**src/rtl/stt_pkg.sv**
```systemverilog
// Shared types and codes for the software timer table.
package stt_pkg;
  typedef enum logic [1:0] {
    OP_TICK = 2'd0,
    OP_SET  = 2'd1,
    OP_STOP = 2'd2,
    OP_NONE = 2'd3
  } op_t;

  typedef enum logic [1:0] {
    KIND_FIRE = 2'd0,
    KIND_SET  = 2'd1,
    KIND_STOP = 2'd2,
    KIND_RSVD = 2'd3
  } kind_t;

  typedef struct packed {
    logic [1:0]  op;
    logic [7:0]  id;
    logic [63:0] now;
    logic [63:0] due;
    logic [63:0] per;
    logic [7:0]  q;
    logic [31:0] msg;
  } req_t;

  typedef struct packed {
    logic [1:0]  kind;
    logic [7:0]  id;
    logic [7:0]  q;
    logic [31:0] msg;
    logic        acc;
    logic        last;
  } res_t;
endpackage

```
**src/rtl/stt_queue.sv**
```systemverilog
// Two-entry request queue between the front end and the list engine.
module stt_queue
  import stt_pkg::*;
(
  input  logic clk,
  input  logic rst_n,
  input  logic wr_valid,
  input  req_t wr_data,
  output logic wr_ready,
  output logic rd_valid,
  output req_t rd_data,
  input  logic rd_ready
);
  req_t       mem_r [2];
  logic       wp_r, rp_r;
  logic [1:0] cnt_r;
  logic       wr, rd;

  assign wr_ready = (cnt_r != 2'd2);
  assign rd_valid = (cnt_r != 2'd0);
  assign rd_data  = mem_r[rp_r];
  assign wr = wr_valid && wr_ready;
  assign rd = rd_valid && rd_ready;

  always_ff @(posedge clk) begin
    if (!rst_n) begin
      wp_r <= 1'b0;
      rp_r <= 1'b0;
      cnt_r <= 2'd0;
    end else begin
      if (wr) wp_r <= !wp_r;
      if (rd) rp_r <= !rp_r;
      cnt_r <= cnt_r + {1'b0, wr} - {1'b0, rd};
    end
    if (wr) mem_r[wp_r] <= wr_data;
  end
endmodule

```
**config.mk**
```make
export PLATFORM = sky130hd
export DESIGN_NAME = stt_queue
export DESIGN_NICKNAME = d
export VERILOG_FILES = /design/src/rtl/stt_pkg.sv /design/src/rtl/stt_queue.sv
export SDC_FILE = /design/constraint.sdc
export NUM_CORES = 1
export LEC_CHECK = 0
export ABC_CLOCK_PERIOD_IN_PS = 11700
export BUFFER_PORTS_ARGS = -buffer_cell sky130_fd_sc_hd__buf_4
export CAP_MARGIN = 15
export CORE_ASPECT_RATIO = 1.2
export CORE_MARGIN = 8
export CORE_UTILIZATION = 45
export CTS_CLUSTER_SIZE = 20
export DETAILED_ROUTE_END_ITERATION = 8
export PLACE_DENSITY = 0.79
export SYNTH_ARGS = -nofsm -noshare
export SYNTH_HDL_FRONTEND = slang
export SYNTH_SLANG_ARGS = --single-unit
```
**constraint.sdc**
```tcl
create_clock -name clk -period 11.7 [get_ports clk]
set_input_delay 1.17 -clock clk [delete_from_list [all_inputs] [get_ports clk]]
set_output_delay 1.17 -clock clk [all_outputs]
set_load 0.1 [all_outputs]
```
Word-level counts from Yosys, hierarchy flattened

Memory sizes are Yosys's and may differ from the RTL's. A register that Yosys moved wholly into a read port is not among the register bits.
Cells that the tools add are included.
Widths: inputs -> output; s select.

Bits in registers: 4
Memory bits (writable): 484
Input bits: 246
Output and inout port bits: 244
Word-level logic and storage cells: 16
Memories: 1

Add/subtract/negate cells: 2
Eq/ne operators: 1
Multiplexer cells: 4
Reduce and logical (&&, ||, !) cells: 5

Memories:

| memory | depth | width | rd ports | clocked after Yosys merged registers in | write ports | RTL line        | RTL |
|---|---|---|---|---|---|---|---|
| mem_r  | 2     | 242   | 1        | 1                                       | 1           | stt_queue.sv:14 | `req_t mem_r [2];` |

Operator list:

| operator           | number |
|---|---|
| $mux 1             | 4 |
| $add 2x1->2        | 1 |
| $logic_and 1x1->1  | 2 |
| $logic_not 1->1    | 2 |
| $ne 2x2->1 const B | 1 |
| $reduce_bool 2->1  | 1 |
| $sub 2x1->2        | 1 |

Depth between registers and ports, before layout

Word-level depth: 4
Gate-level depth with buffers: 6
Mapped depth without buffers: 6

Least setup slack after synthesis

OpenSTA, ideal clock, no wires.

Path kind: reg2reg
From: reg cnt_r[0]
To: mem mem_r[1][0] (netlist bit) (enable)
Setup time: 0.635 ns
Data arrival time: 6.931 ns
Required time: 11.065 ns
Setup slack: 4.134 ns
Stages on the path, launching flop included: 3
Buffers on the path: 0
Period minus slack after synthesis: 7.566 ns
Cell sequence: dfxtp_1 -> nand2b_1 -> and3_1

Longest elaborated chain between the ends: 4

RTL lines:

| what                         | RTL line        | RTL |
|---|---|---|
| from (decl)                  | stt_queue.sv:16 | `logic [1:0] cnt_r;` |
| from (signal assigned)       | stt_queue.sv:33 | `cnt_r <= cnt_r + {1'b0, wr} - {1'b0, rd};` |
| $ne 2x2->1                   | stt_queue.sv:19 | `assign wr_ready = (cnt_r != 2'd2);` |
| via wr_ready                 | stt_queue.sv:9  | `output logic wr_ready,` |
| $logic_and 1x1->1            | stt_queue.sv:22 | `assign wr = wr_valid && wr_ready;` |
| $mux 1                       | stt_queue.sv:35 | `if (wr) mem_r[wp_r] <= wr_data;` |
| $mux 1 (implied by the code) | stt_queue.sv:35 |  |
| to (decl)                    | stt_queue.sv:14 |  |

The timed path passes the listed nets, and every way through them passes these cells.

==> impl_metrics.ini <==
[logic_synthesis]
synth_flop_cell = edfxtp_1
synthesis.nets = 1030
syn-cell-area_mm2 = 0.0185
synth_seq_area_share = 0.793
synthSimpleGateAreaFrac = 0.00474
synth_common_cells = edfxtp_1, mux2_4, mux2_2
synthArstFlopShare = 0
syn_inst = 783
syn_avg_cell_area_um2 = 23.6
synth_area_leaders = edfxtp_1, mux2_4, mux2_2
ys.warnings.count = 0
yosysTopAreaCellShare = 0.787
ys_ff_latch = 489
synthAdderAreaFrac = 0.000678
muxShareOfSynthArea = 0.184
yosysUniqueCellTypes = 25
synth_edf_count = 484
synth_xor_area_frac = 0.000474
synth-compound-area-share = 0.00237
yosysMostFrequentCell = edfxtp_1
yosys.area.top_type = edfxtp_1
synth_top_family_by_area = multiplexers

[routing]
wl_per_cell_um = 22.1
drc = 0
drt-total-wl_um = 41700
via_per_inst = 4.93
antenna_left = 0
vias = 9289
dr.pass1.iters = 6
drt_first_iter_violations = 442

[setup_path]
required_ns = 10.53
crit_buf_inv = 3
cp.arrival_ns = 3.79
reg2reg_from = cnt_r[0]$_SDFF_PN0_
cpMaxStageDelayCell = buf_4
crit_top_cell = buf_4
path_cells = buf_4 > buf_4 > mux2_4 > buf_4
start_kind = register
worstSetupEndpointType = primary output
critPathMaxStageDelay_ns = 0.91
critPathKind = reg2out
r2r_slack_ns = 8.10
critPathMaxFanout = 68
crit_family = buffers and inverters

[timing]
drv_slew = 0
finalCritPeriodShare = 0.424
setup_slack_ns = 6.74
tightestPinTransition_ns = 1.12
finalSetupViolations = 0
period_needed_ns = 4.96
rsz0062_at_grt = no
skew_ns = 0.0129
hold_viol = 0
timing.fmax_mhz = 202
relSlewSlack = 0.254
tns_ns = 0

[power_and_ir_drop]
ir_drop_uv = 196
power.leakage_nw = 9.31
power_density_mw_per_mm2 = 259

[floorplanning]
rows = 81
die_w_um = 201
die_area_mm2 = 0.0478
io_pins = 490
die_y_um = 238
coreArea_mm2 = 0.0406
start_util = 0.454

[clocking]
cts-root-buf = clkbuf_16
cts.sinks = 489
cts_hold_buf = 0
htreeDepth = 2
clock_latency_ns = 0.54
cts_tree = yes
cts_buffer_depth = 3
cts_setup_buffers = 0
ctsResizeCount = 0
cts_buffers = 48
path_clk_slew_ns = 0.06

[outcome]
status = complete, no violations

[global_route]
grt_pass1_wl_um = 60800
grt_overflow_total = 0
grt_max_degree = 115
grtUsageTotal = 0.165
antenna_found_initial = 5
first_global_vias = 9978

[hold_path]
hold_start = rp_r$_SDFFE_PN0P_
hold_class = reg2reg

[place]
pre_cts_ws_ns = 7.30
place_hpwl_um = 30000
io_buffers = 489
gp_congestion = 0.792
dpl_cell_area_mm2 = 0.0226

[cells_and_area]
syn_to_final_growth_pct = 31.1
nets = 1551
drive_gt1_frac = 0.607
final_cell_area_mm2 = 0.0242

[flow_run]
maxCapViolations = 0
==> layout by cell type, fill, tap and decap left out, drive strengths merged, types with 3 or more instances in the layout <==
| cell | n |
|---|---|
| buf | 498 |
| bufinv | 6 |
| clkbuf | 55 |
| clkinv | 22 |
| clkinvlp | 3 |
| dfxtp | 5 |
| diode | 5 |
| edfxtp | 484 |
| inv | 3 |
| mux2 | 242 |
| nor2 | 4 |
==> final cells by class <==
type	count	area [µm²]
sequential	489	14600
clock buffer	55	1250
antenna	5	12.5
multi-input combinational	265	3560
tap	539	674
timing repair buffer	498	3740
clock inverter	32	315
fill	2906	16400
inverter	2	15.0
==> per-layer routing <==
metal	GRT usage	vias up	share of wire
met1	0.175	4616	0.36
met3	0.0501	106	0.073
met5	0	-	0
met2	0.294	384	0.53
met4	0.0848	0	0.046
li1	-	4183	-
==> power by group <==
part	switching, W	internal (W)
logic	0.00194	0.000641
clock network	0.000617	0.000898
registers	0.0000565	0.00213
total	0.00261	0.00367
==> state kept, by name, summed over array words and instances, names as in the netlist, named ones only <==
name / flops
wp_r: 1
mem_r: 484
cnt_r: 2
rp_r: 1
==> cells by family (layout without fill, tap and decap cells) <==
group	after synthesis	count (layout)
compound gates	6	6
xor+xnor	1	1
other cells	0	5
fa+ha+maj	1	1
mux	242	242
flops	489	489
buf+inv	29	587
simple gates	15	15
==> metrics by stage <==
step / utilization / hold slack [ns] / power (W) / cells
6_report: 0.595 / 0.523 / 0.00628 / 1885
5_1_grt: 0.595 / 0.554 / 0.00645 / 1885
4_1_cts: 0.595 / 0.537 / 0.00634 / 1880
3_5_place_dp: 0.557 / 0.515 / 0.00482 / 1793
3_3_place_gp: 0.557 / 0.486 / 0.00480 / 1793
2_1_floorplan: - / 0.472 / 0.00439 / 783
==> path summary, 6_finish.rpt <==
| check | to | depth (start not counted) |
|---|---|---|
| min | rp_r$_SDFFE_PN0P_ | 2 |
| max reg2reg | mem_r[0][186]$_DFFE_PP_ | 5 |
| max | rd_data[155] | 4 |
| min reg2reg | rp_r$_SDFFE_PN0P_ | 2 |
==> tightest hold or removal path, cell delays in order, from the launching register on <==
cell and delay [ns]:
dfxtp_1 0.33, xor2_1 0.08, nor2_1 0.08
(Power assumes the default switching activity.)
