### config.mk
export PLATFORM = sky130hd
export DESIGN_NAME = stt_front
export DESIGN_NICKNAME = d
export VERILOG_FILES = /design/src/rtl/stt_pkg.sv /design/src/rtl/stt_front.sv
export SDC_FILE = /design/constraint.sdc
export NUM_CORES = 1
export LEC_CHECK = 0
export ABC_AREA = 1
export BUFFER_PORTS_ARGS = -buffer_cell sky130_fd_sc_hd__buf_4
export CAP_MARGIN = 20
export CORE_AREA = 5 5 189 191
export DETAILED_ROUTE_END_ITERATION = 8
export DIE_AREA = 0 0 194 196
export PLACE_DENSITY = 0.76
export SYNTH_ARGS = -nofsm -noshare
export SYNTH_HDL_FRONTEND = slang
export SYNTH_SLANG_ARGS = --single-unit
### constraint.sdc
create_clock -name clk -period 13.1 [get_ports clk]
set_input_delay 0.655 -clock clk [delete_from_list [all_inputs] [get_ports clk]]
set_output_delay 0.655 -clock clk [all_outputs]
set_load 0.005 [all_outputs]
### src/rtl/stt_pkg.sv
// Shared types and codes for the software timer table.
package stt_pkg;
  typedef enum logic [1:0] {
    OP_TICK = 2'd0,
    OP_SET  = 2'd1,
    OP_STOP = 2'd2,
    OP_NONE = 2'd3
  } op_t;

  typedef enum logic [1:0] {
    KIND_FIRE = 2'd0,
    KIND_SET  = 2'd1,
    KIND_STOP = 2'd2,
    KIND_RSVD = 2'd3
  } kind_t;

  typedef struct packed {
    logic [1:0]  op;
    logic [7:0]  id;
    logic [63:0] now;
    logic [63:0] due;
    logic [63:0] per;
    logic [7:0]  q;
    logic [31:0] msg;
  } req_t;

  typedef struct packed {
    logic [1:0]  kind;
    logic [7:0]  id;
    logic [7:0]  q;
    logic [31:0] msg;
    logic        acc;
    logic        last;
  } res_t;
endpackage

### src/rtl/stt_front.sv
// Front end: accepts requests, drops operation 3 (OP_NONE), precomputes the set deadline.
module stt_front
  import stt_pkg::*;
(
  input  logic        clk,
  input  logic        rst_n,
  input  logic        in_push,
  output logic        in_full,
  input  logic [1:0]  in_operation,
  input  logic [7:0]  in_timer_id,
  input  logic [63:0] in_now_time,
  input  logic [63:0] in_countdown,
  input  logic [63:0] in_period,
  input  logic [7:0]  in_target_queue,
  input  logic [31:0] in_message,
  output logic        req_valid,
  output req_t        req,
  input  logic        req_ready
);
  logic valid_r;
  req_t req_r;

  assign in_full   = valid_r && !req_ready;
  assign req_valid = valid_r;
  assign req       = req_r;

  always_ff @(posedge clk) begin
    if (!rst_n) begin
      valid_r <= 1'b0;
    end else if (in_push && !in_full) begin
      valid_r <= (in_operation != OP_NONE);
    end else if (req_ready) begin
      valid_r <= 1'b0;
    end
    if (in_push && !in_full) begin
      req_r.op  <= in_operation;
      req_r.id  <= in_timer_id;
      req_r.now <= in_now_time;
      req_r.due <= in_now_time + in_countdown;
      req_r.per <= in_period;
      req_r.q   <= in_target_queue;
      req_r.msg <= in_message;
    end
  end
endmodule

Word-level counts from Yosys, hierarchy flattened
Index checks and enable logic that the tools add are counted.
Word-level totals
  register bits: 243
  input port bits: 246
  output and inout port bits: 244
  word-level logic and storage cells: 17
Cells by class
  add/subtract/negate cells: 1
  equality and inequality tests: 1
  multiplexer cells: 2
  reductions and logical operators: 5
Operators by type and width (number)
  64-bit adder: 1
  1-bit logical AND: 2
  1-bit logical NOT: 2
  1-bit 2-to-1 mux: 2
  2-bit != test (second input constant): 1
  2-bit nonzero test: 1

Depth between registers and ports, before layout
Gate-level depths: netlist of the first run.
  word-level depth: 5
  mapped depth: 14

Worst setup path before layout of the first run
Ideal clock, no wire load.
  kind: input to register
  start point: input req_ready
  end point: register req_r (netlist bit req[0]) (enable)
  setup time: 0.850 ns
  data arrival time: 10.839 ns
  data required time: 12.250 ns
  path slack: 1.411 ns
  stages: 4
  path through: inv_1 > nand2_1 > inv_1 > nor2_1
Between the ends
  word-level cells in the longest chain between the ends: 4
Ends and longest elaborated chain
  from (decl): line stt_front.sv:18  | input logic req_ready
  1-bit logical NOT: line stt_front.sv:23  | assign in_full = valid_r && !req_ready;
  1-bit logical AND: line stt_front.sv:23
  net in_full: line stt_front.sv:8  | output logic in_full,
  1-bit logical NOT: line stt_front.sv:35  | if (in_push && !in_full) begin
  1-bit logical AND: line stt_front.sv:35
  to (decl): line stt_front.sv:21  | req_t req_r;
The timed path passes the listed nets, and every way through them passes these cells.
A chain may end at the register's enable or synchronous reset.

Final worst setup path of the first run
  start point: register valid_r (netlist: req_valid)
  end point: register req_r (netlist bit req[99]) (enable)
Between the ends
  word-level cells in the longest chain between the ends: 3
Ends and longest elaborated chain
  from (decl): line stt_front.sv:20  | logic valid_r;
  from (signal assigned): line stt_front.sv:31  | valid_r <= (in_operation != OP_NONE);
  1-bit logical AND: line stt_front.sv:23
  1-bit logical NOT: line stt_front.sv:35
  1-bit logical AND: line stt_front.sv:35
Every way passes these cells.

==> impl_metrics.yaml, run 1 <==
status:
  status: "completed"
pwr:
  p_sw_frac: 0.2662
  internal-power_w: 0.001714
  p_sw_w: 0.0006219
  pwr-share-clk: 0.390
  p_leak_nw: 9.538
  combPwrFrac: 0.200
  powerDensity_nw_per_um2: 125.5
  power_w: 0.002336
  seq_power_share: 0.409
  peakVddDrop_v: 0.00008165
placed_design:
  placed_area_sq_um: 17530
  gp_congestion: 0.9605
  dp_hpwl_mm: 41.27
  post-place-cells: 2480
  io_buffers: 489
critical_path:
  critPathCaptureType: "register"
  cp.arrival_ps: 2810
  crit_path_max_fanout: 164
  path_class: "register to register"
  cp.required_ps: 13270
  critPathLaunchType: "register"
global_routing:
  overflow: 0
  grt_max_degree: 165
  grt_pass1_vias: 11684
  track_usage: 0.2483
  antenna_found_initial: 7
  grt_pass1_wl_mm: 71.99
hold_path:
  min_path_type: "primary input to register"
timing:
  whs_ps: 273.2
  hold_violations: 0
  rsz0062_at_grt: "false"
  fin_skew_ps: 19.38
  relSlewSlack: 0.3273
  fmax_ghz: 0.3785
  fin_crit_ps: 2642
  slew_violations: 0
  setup_viol: 0
  min_period_over_period: 0.2017
  worstMarginPinSlew_ps: 1009
  tns_ps: 0
clocking:
  cts_tree: "done"
  cts_buffers: 29
  path_clk_slew_ps: 60
  cts_repair_resize_count: 0
  post_cts_buffers: 0
  cts_max_path_buffers: 3
  cts_root_buf: "clkbuf_16"
  cts_sinks: 243
  postCtsHoldBufs: 0
  h-tree-depth: 1
  clock_latency_ps: 560
logic_synthesis:
  synth_top_area_frac: 0.5482
  syn_inst: 1534
  synth-async-reset-ratio: 0
  syn-cell-area_sq_um: 13260
  seq_area_frac_synth: 0.5497
  synthMostInstantiatedCell: "nand2_1"
  avgSynthCellArea_sq_um: 8.642
  yosysTopAreaCell: "edfxtp_1"
  dominantRegCellSynth: "edfxtp_1"
  ys_types: 24
  synth_nets: 1844
  synthTopCellsByCount: "nand2_1 (593), inv_1 (321), edfxtp_1 (242)"
  ys_ff_latch: 243
  ys_warn_count: 0
  synth_area_leaders: "edfxtp_1 (55%), nand2_1 (17%), inv_1 (9.1%)"
  synth-edff-count: 242
finish:
  final_layout_size_suffix_gt1_frac: 0.2865
  instances_no_fill: 2533
  final_nets: 2366
  finalInstanceArea_sq_um: 18610
  multi_input_area_sq_um: 4768
  area_growth_pct: 40.36
  n_fill_cell: 3158
  seq_area_sq_um: 7287
die:
  die_h_microns: 196
  die-area_sq_um: 38020
  core_area_sq_um: 33950
  dieWidth_microns: 194
  ios: 490
  num_rows: 68
  start_util: 0.3905
drt:
  vias: 11880
  post_drt_wl_per_cell_microns: 19.55
  viasPerCell: 4.690
  firstDrtPassIters: 6
  antenna_left: 0
  drc: 0
  routed_wl_mm: 49.52
  drt_iter0_drc: 909
run:
  drv_cap: 0
==> cell type report <==
class	count	area share
inverters	322	0.06496
repair buffers	491	0.1988
flip-flops and latches	243	0.3916
multi-input cells	969	0.2563
clock buffers	31	0.03941
clock inverters	21	0.01822
diodes	1	0.0001345
well taps	455	0.03060
==> cell families after synthesis <==
logic type | Yosys count | share of synthesized area
and+or+nand+nor | 825 | 0.2581
buffers and inverters | 322 | 0.09118
DFF | 243 | 0.5497
adders and majority gates | 64 | 0.06097
AOI/OAI and AO/OA | 48 | 0.01888
xor gates and xnor gates | 32 | 0.02114
==> worst max-delay path: stages, from the launching register on <==
cell	delay [ps]
dfxtp_1	330
nand2_1	80
inv_1	80
nor2_4	110
buf_12	660
buf_4	920
==> final timing paths <==
path / slack (ps) / depth (start not counted) / endpoint / from
worst min-delay path: 270 / 1 / req[6] / in_message[6]
worst min register to register: 730 / 3 / req_valid / req_valid
worst max register to register: 10460 / 5 / req[99] / req_valid
worst max-delay path: 10460 / 5 / req[99] / req_valid
==> metrics by stage <==
stage	utilization	setup WS (ps)
global placement	0.5164	10040
finish	0.5481	10460
global route	0.5480	10290
floorplan	-	1411
CTS	0.5480	10430
detailed placement	0.5164	9995
==> layer usage <==
layer | vias to the layer above | global-route usage | wire [microns]
met1 | 5504 | 0.3319 | 20720
met2 | 470 | 0.4300 | 24160
li1 | 5840 | - | -
met4 | 8 | 0.04531 | 775
met5 | - | 0 | 51
met3 | 58 | 0.04517 | 3814
==> placed cells by master, fill, tap and decap left out, types with 12 or more instances in the layout <==
cell,netlist,final
nor2_1,103,102
nand4_1,13,13
ha_1,63,63
nand2_1,593,593
nand3_1,49,49
nor3_1,12,12
clkbuf_16,0,29
buf_4,0,490
nor2_2,14,14
edfxtp_1,242,242
xor2_1,31,31
nand2_2,24,24
inv_1,321,321
a21oi_1,42,42
==> power groups by stage <==
stage                     clock network [W]  registers [W]  logic, W
after floorplan                           0       0.000990  0.000209
after global placement                    0       0.000970  0.000465
after detailed placement                  0       0.000972  0.000469
after CTS                          0.000931       0.000956  0.000471
after global routing               0.000968       0.000961  0.000513
final                              0.000912       0.000956  0.000468
==> state kept, by name, indices dropped and copies added, names as in the netlist <==
name / flops
req: 242
req_valid: 1
Power figures use the tool's default switching activity.
==> inputs of run 2 (changes only) <==
==> config.mk (replaced) <==
export PLATFORM = sky130hd
export DESIGN_NAME = stt_front
export DESIGN_NICKNAME = d
export VERILOG_FILES = /design/src/rtl/stt_pkg.sv /design/src/rtl/stt_front.sv
export SDC_FILE = /design/constraint.sdc
export NUM_CORES = 1
export LEC_CHECK = 0
export ABC_AREA = 0
export BUFFER_PORTS_ARGS = -buffer_cell sky130_fd_sc_hd__buf_4
export CAP_MARGIN = 20
export CORE_AREA = 5 5 188 190
export DETAILED_ROUTE_END_ITERATION = 8
export DIE_AREA = 0 0 193 195
export PLACE_DENSITY = 0.7
export SYNTH_ARGS = -nofsm -noshare
export SYNTH_HDL_FRONTEND = slang
export SYNTH_SLANG_ARGS = --single-unit
==> constraint.sdc (replaced) <==
create_clock -name clk -period 2.7 [get_ports clk]
set_input_delay 0.135 -clock clk [delete_from_list [all_inputs] [get_ports clk]]
set_output_delay 0.135 -clock clk [all_outputs]
set_load 0.005 [all_outputs]
==> impl_metrics.yaml, run 2 <==
finish:
  fin_util: 0.5732
  layout_common_cells: "buf_4 (588), edfxtp_1 (242), dlygate4sd3_1 (181)"
  final_nets: 1903
  area_growth_pct: 72.44
  final_layout_size_suffix_gt1_frac: 0.4309
  n_fill_cell: 2636
  final_common_cell: "buf_4"
  finalInstanceArea_sq_um: 19080
  largest_reg_flops: 242
logic_synthesis:
  synth-async-reset-ratio: 0
  syn_inst: 805
  seq_area_frac_synth: 0.6587
  dominantRegCellSynth: "edfxtp_1"
  synth_top_area_frac: 0.6569
  synth_area_leaders: "edfxtp_1 (66%), ha_1 (7.1%), a21oi_1 (3.3%)"
  synthMostInstantiatedCell: "edfxtp_1"
  ys_ff_latch: 243
  synth-edff-count: 242
  avgSynthCellArea_sq_um: 13.74
  yosysTopAreaCell: "edfxtp_1"
  synth_nets: 1115
  synthTopCellsByCount: "edfxtp_1 (242), a21oi_1 (74), ha_1 (63)"
  syn-cell-area_sq_um: 11060
  ys_warn_count: 0
  ys_types: 63
critical_path:
  critPathCaptureType: "register"
  worstSetupStartpoint: "in_now_time[19]"
  critPathMostFrequentCell: "buf_4"
  critPathLaunchType: "primary input"
  cp.arrival_ps: 2980
  crit_path_max_fanout: 5
  cp.required_ps: 3020
  path_cells: "dlygate4sd3_1 > buf_4 > ha_1 > a21oi_1 > o21a_1 > o221ai_2 > a211o_1 > nor3_2 > buf_4 > o21ai_4 > a311oi_2 > o21ai_2 > xor2_1"
  path_class: "primary input to register"
  critPathSlowestCell: "dlygate4sd3_1"
  reg2regPathDepth: 3
  critical-path-max-stage-delay_ps: 530
  worstReg2RegStart: "req_valid"
drt:
  routed_wl_mm: 44.27
  viasPerCell: 4.849
  antenna_left: 0
  vias: 10018
  drt_iter0_drc: 463
  post_drt_wl_per_cell_microns: 21.43
  drc: 0
  firstDrtPassIters: 7
timing:
  fin_skew_ps: 20.00
  min_period_over_period: 0.9853
  setup_viol: 0
  fmax_ghz: 0.3759
  worstMarginPinSlew_ps: 545.1
  slew_violations: 0
  relSlewSlack: 0.6328
  fin_crit_ps: 2660
  hold_violations: 0
  rsz0062_at_grt: "true"
  tns_ps: 0
die:
  dieWidth_microns: 193
  core_area_sq_um: 33280
  die-area_sq_um: 37640
  die_h_microns: 195
  start_util: 0.3324
  ios: 490
  num_rows: 67
hold_path:
  min_path_type: "primary input to register"
  min_path_cells: 3
  worstHoldStart: "in_countdown[33]"
run:
  drv_cap: 0
clocking:
  cts_tree: "done"
  cts_max_path_buffers: 3
  h-tree-depth: 1
  cts_root_buf: "clkbuf_16"
  cts_sinks: 243
  post_cts_buffers: 0
  clock_latency_ps: 570
  path_clk_slew_ps: 60
  cts_buffers: 28
global_routing:
  grt_max_degree: 92
  overflow: 0
  antenna_found_initial: 6
  grt_pass1_wl_mm: 63.33
  track_usage: 0.2207
  grt_pass1_vias: 10435
pwr:
  internal-power_w: 0.008278
  p_sw_frac: 0.2599
  powerDensity_nw_per_um2: 586.3
  p_leak_nw: 8.168
  combPwrFrac: 0.225
  p_sw_w: 0.002908
  pwr-share-clk: 0.359
  peakVddDrop_v: 0.0005281
  seq_power_share: 0.415
placed_design:
  gp_congestion: 0.9104
  io_buffers: 489
  dp_hpwl_mm: 32.81
  placed_area_sq_um: 16090
status:
  status: "completed"
run 2: cell count changes after synthesis, sizes merged, moves of 12 or more:
cell	change
nand2	-556
inv	-307
nor2	-75
nand3	-45
o21ai	+41
a21oi	+37
xnor2	+34
a21o	+33
clkbuf	+12
nor2b	+12
run 2: logic make-up after synthesis:
kind of cell,Yosys count,synth area share
flops,243,0.6587
compound gates,215,0.1256
xor+xnor,61,0.04829
fa+ha+maj,64,0.07306
buf+inv,30,0.01063
simple gates,192,0.08369
run 2: repair_timing:
| item | 4_1_cts | 5_1_grt |
|---|---|---|
| endpoints found under the hold margin | 180 | 0 |
| setup endpoints to repair | 0 | 15 |
| gates resized for setup | 0 | 45 |
| hold buffers | 181 | 0 |
run 2: critical path, delay by kind of cell:
family | cells | cell delay (ps)
AOI/OAI and AO/OA | 7 | 1420
xor gates and xnor gates | 1 | 150
adders and majority gates | 1 | 360
buffers and inverters | 3 | 820
and+or+nand+nor | 1 | 100
run 2: final timing paths:
path	end	slack (ps)
hold reg to reg	req[237]	830
setup / recovery	req[166]	40
hold / removal	req[137]	50
setup reg to reg	req[193]	910
run 2: per-stage QoR:
stage | instances | setup WS, ps | hold WS, ps | power [W]
floorplan | 805 | -1739 | 233.9 | 0.005617
global placement | 1831 | -169.5 | 313.2 | 0.006907
detailed placement | 1831 | -194.7 | 314.4 | 0.006930
CTS | 2062 | 2.365 | 27.37 | 0.01115
global route | 2066 | -77.92 | 38.89 | 0.01163
finish | 2066 | 39.60 | 46.95 | 0.01119
run 2: power groups by stage:
stage,clock network [W],logic (W),registers [W]
2_1_floorplan,0,0.000848,0.00477
3_3_place_gp,0,0.00220,0.00471
3_5_place_dp,0,0.00221,0.00472
4_1_cts,0.00406,0.00245,0.00464
5_1_grt,0.00426,0.00270,0.00467
6_report,0.00402,0.00252,0.00465
run 2: cell type report:
| cell class | count | area [sq um] | share of cell area |
|---|---|---|---|
| multi-input combinational | 532 | 3885 | 0.2036 |
| tap | 448 | 560.5 | 0.02938 |
| clock inverter | 19 | 256.5 | 0.01345 |
| clock buffer | 31 | 711.9 | 0.03732 |
| sequential | 243 | 7288 | 0.3820 |
| inverter | 15 | 56.30 | 0.002951 |
| antenna | 5 | 12.51 | 0.0006559 |
| timing repair buffer | 773 | 6306 | 0.3306 |
run 2: per-layer routing:
layer / vias up / global-route usage / wire length [microns]
met5: - / 0 / 0
met4: 0 / 0.08183 / 1906
met3: 86 / 0.05054 / 3416
met2: 428 / 0.3868 / 21800
met1: 4824 / 0.2636 / 17150
li1: 4680 / - / -
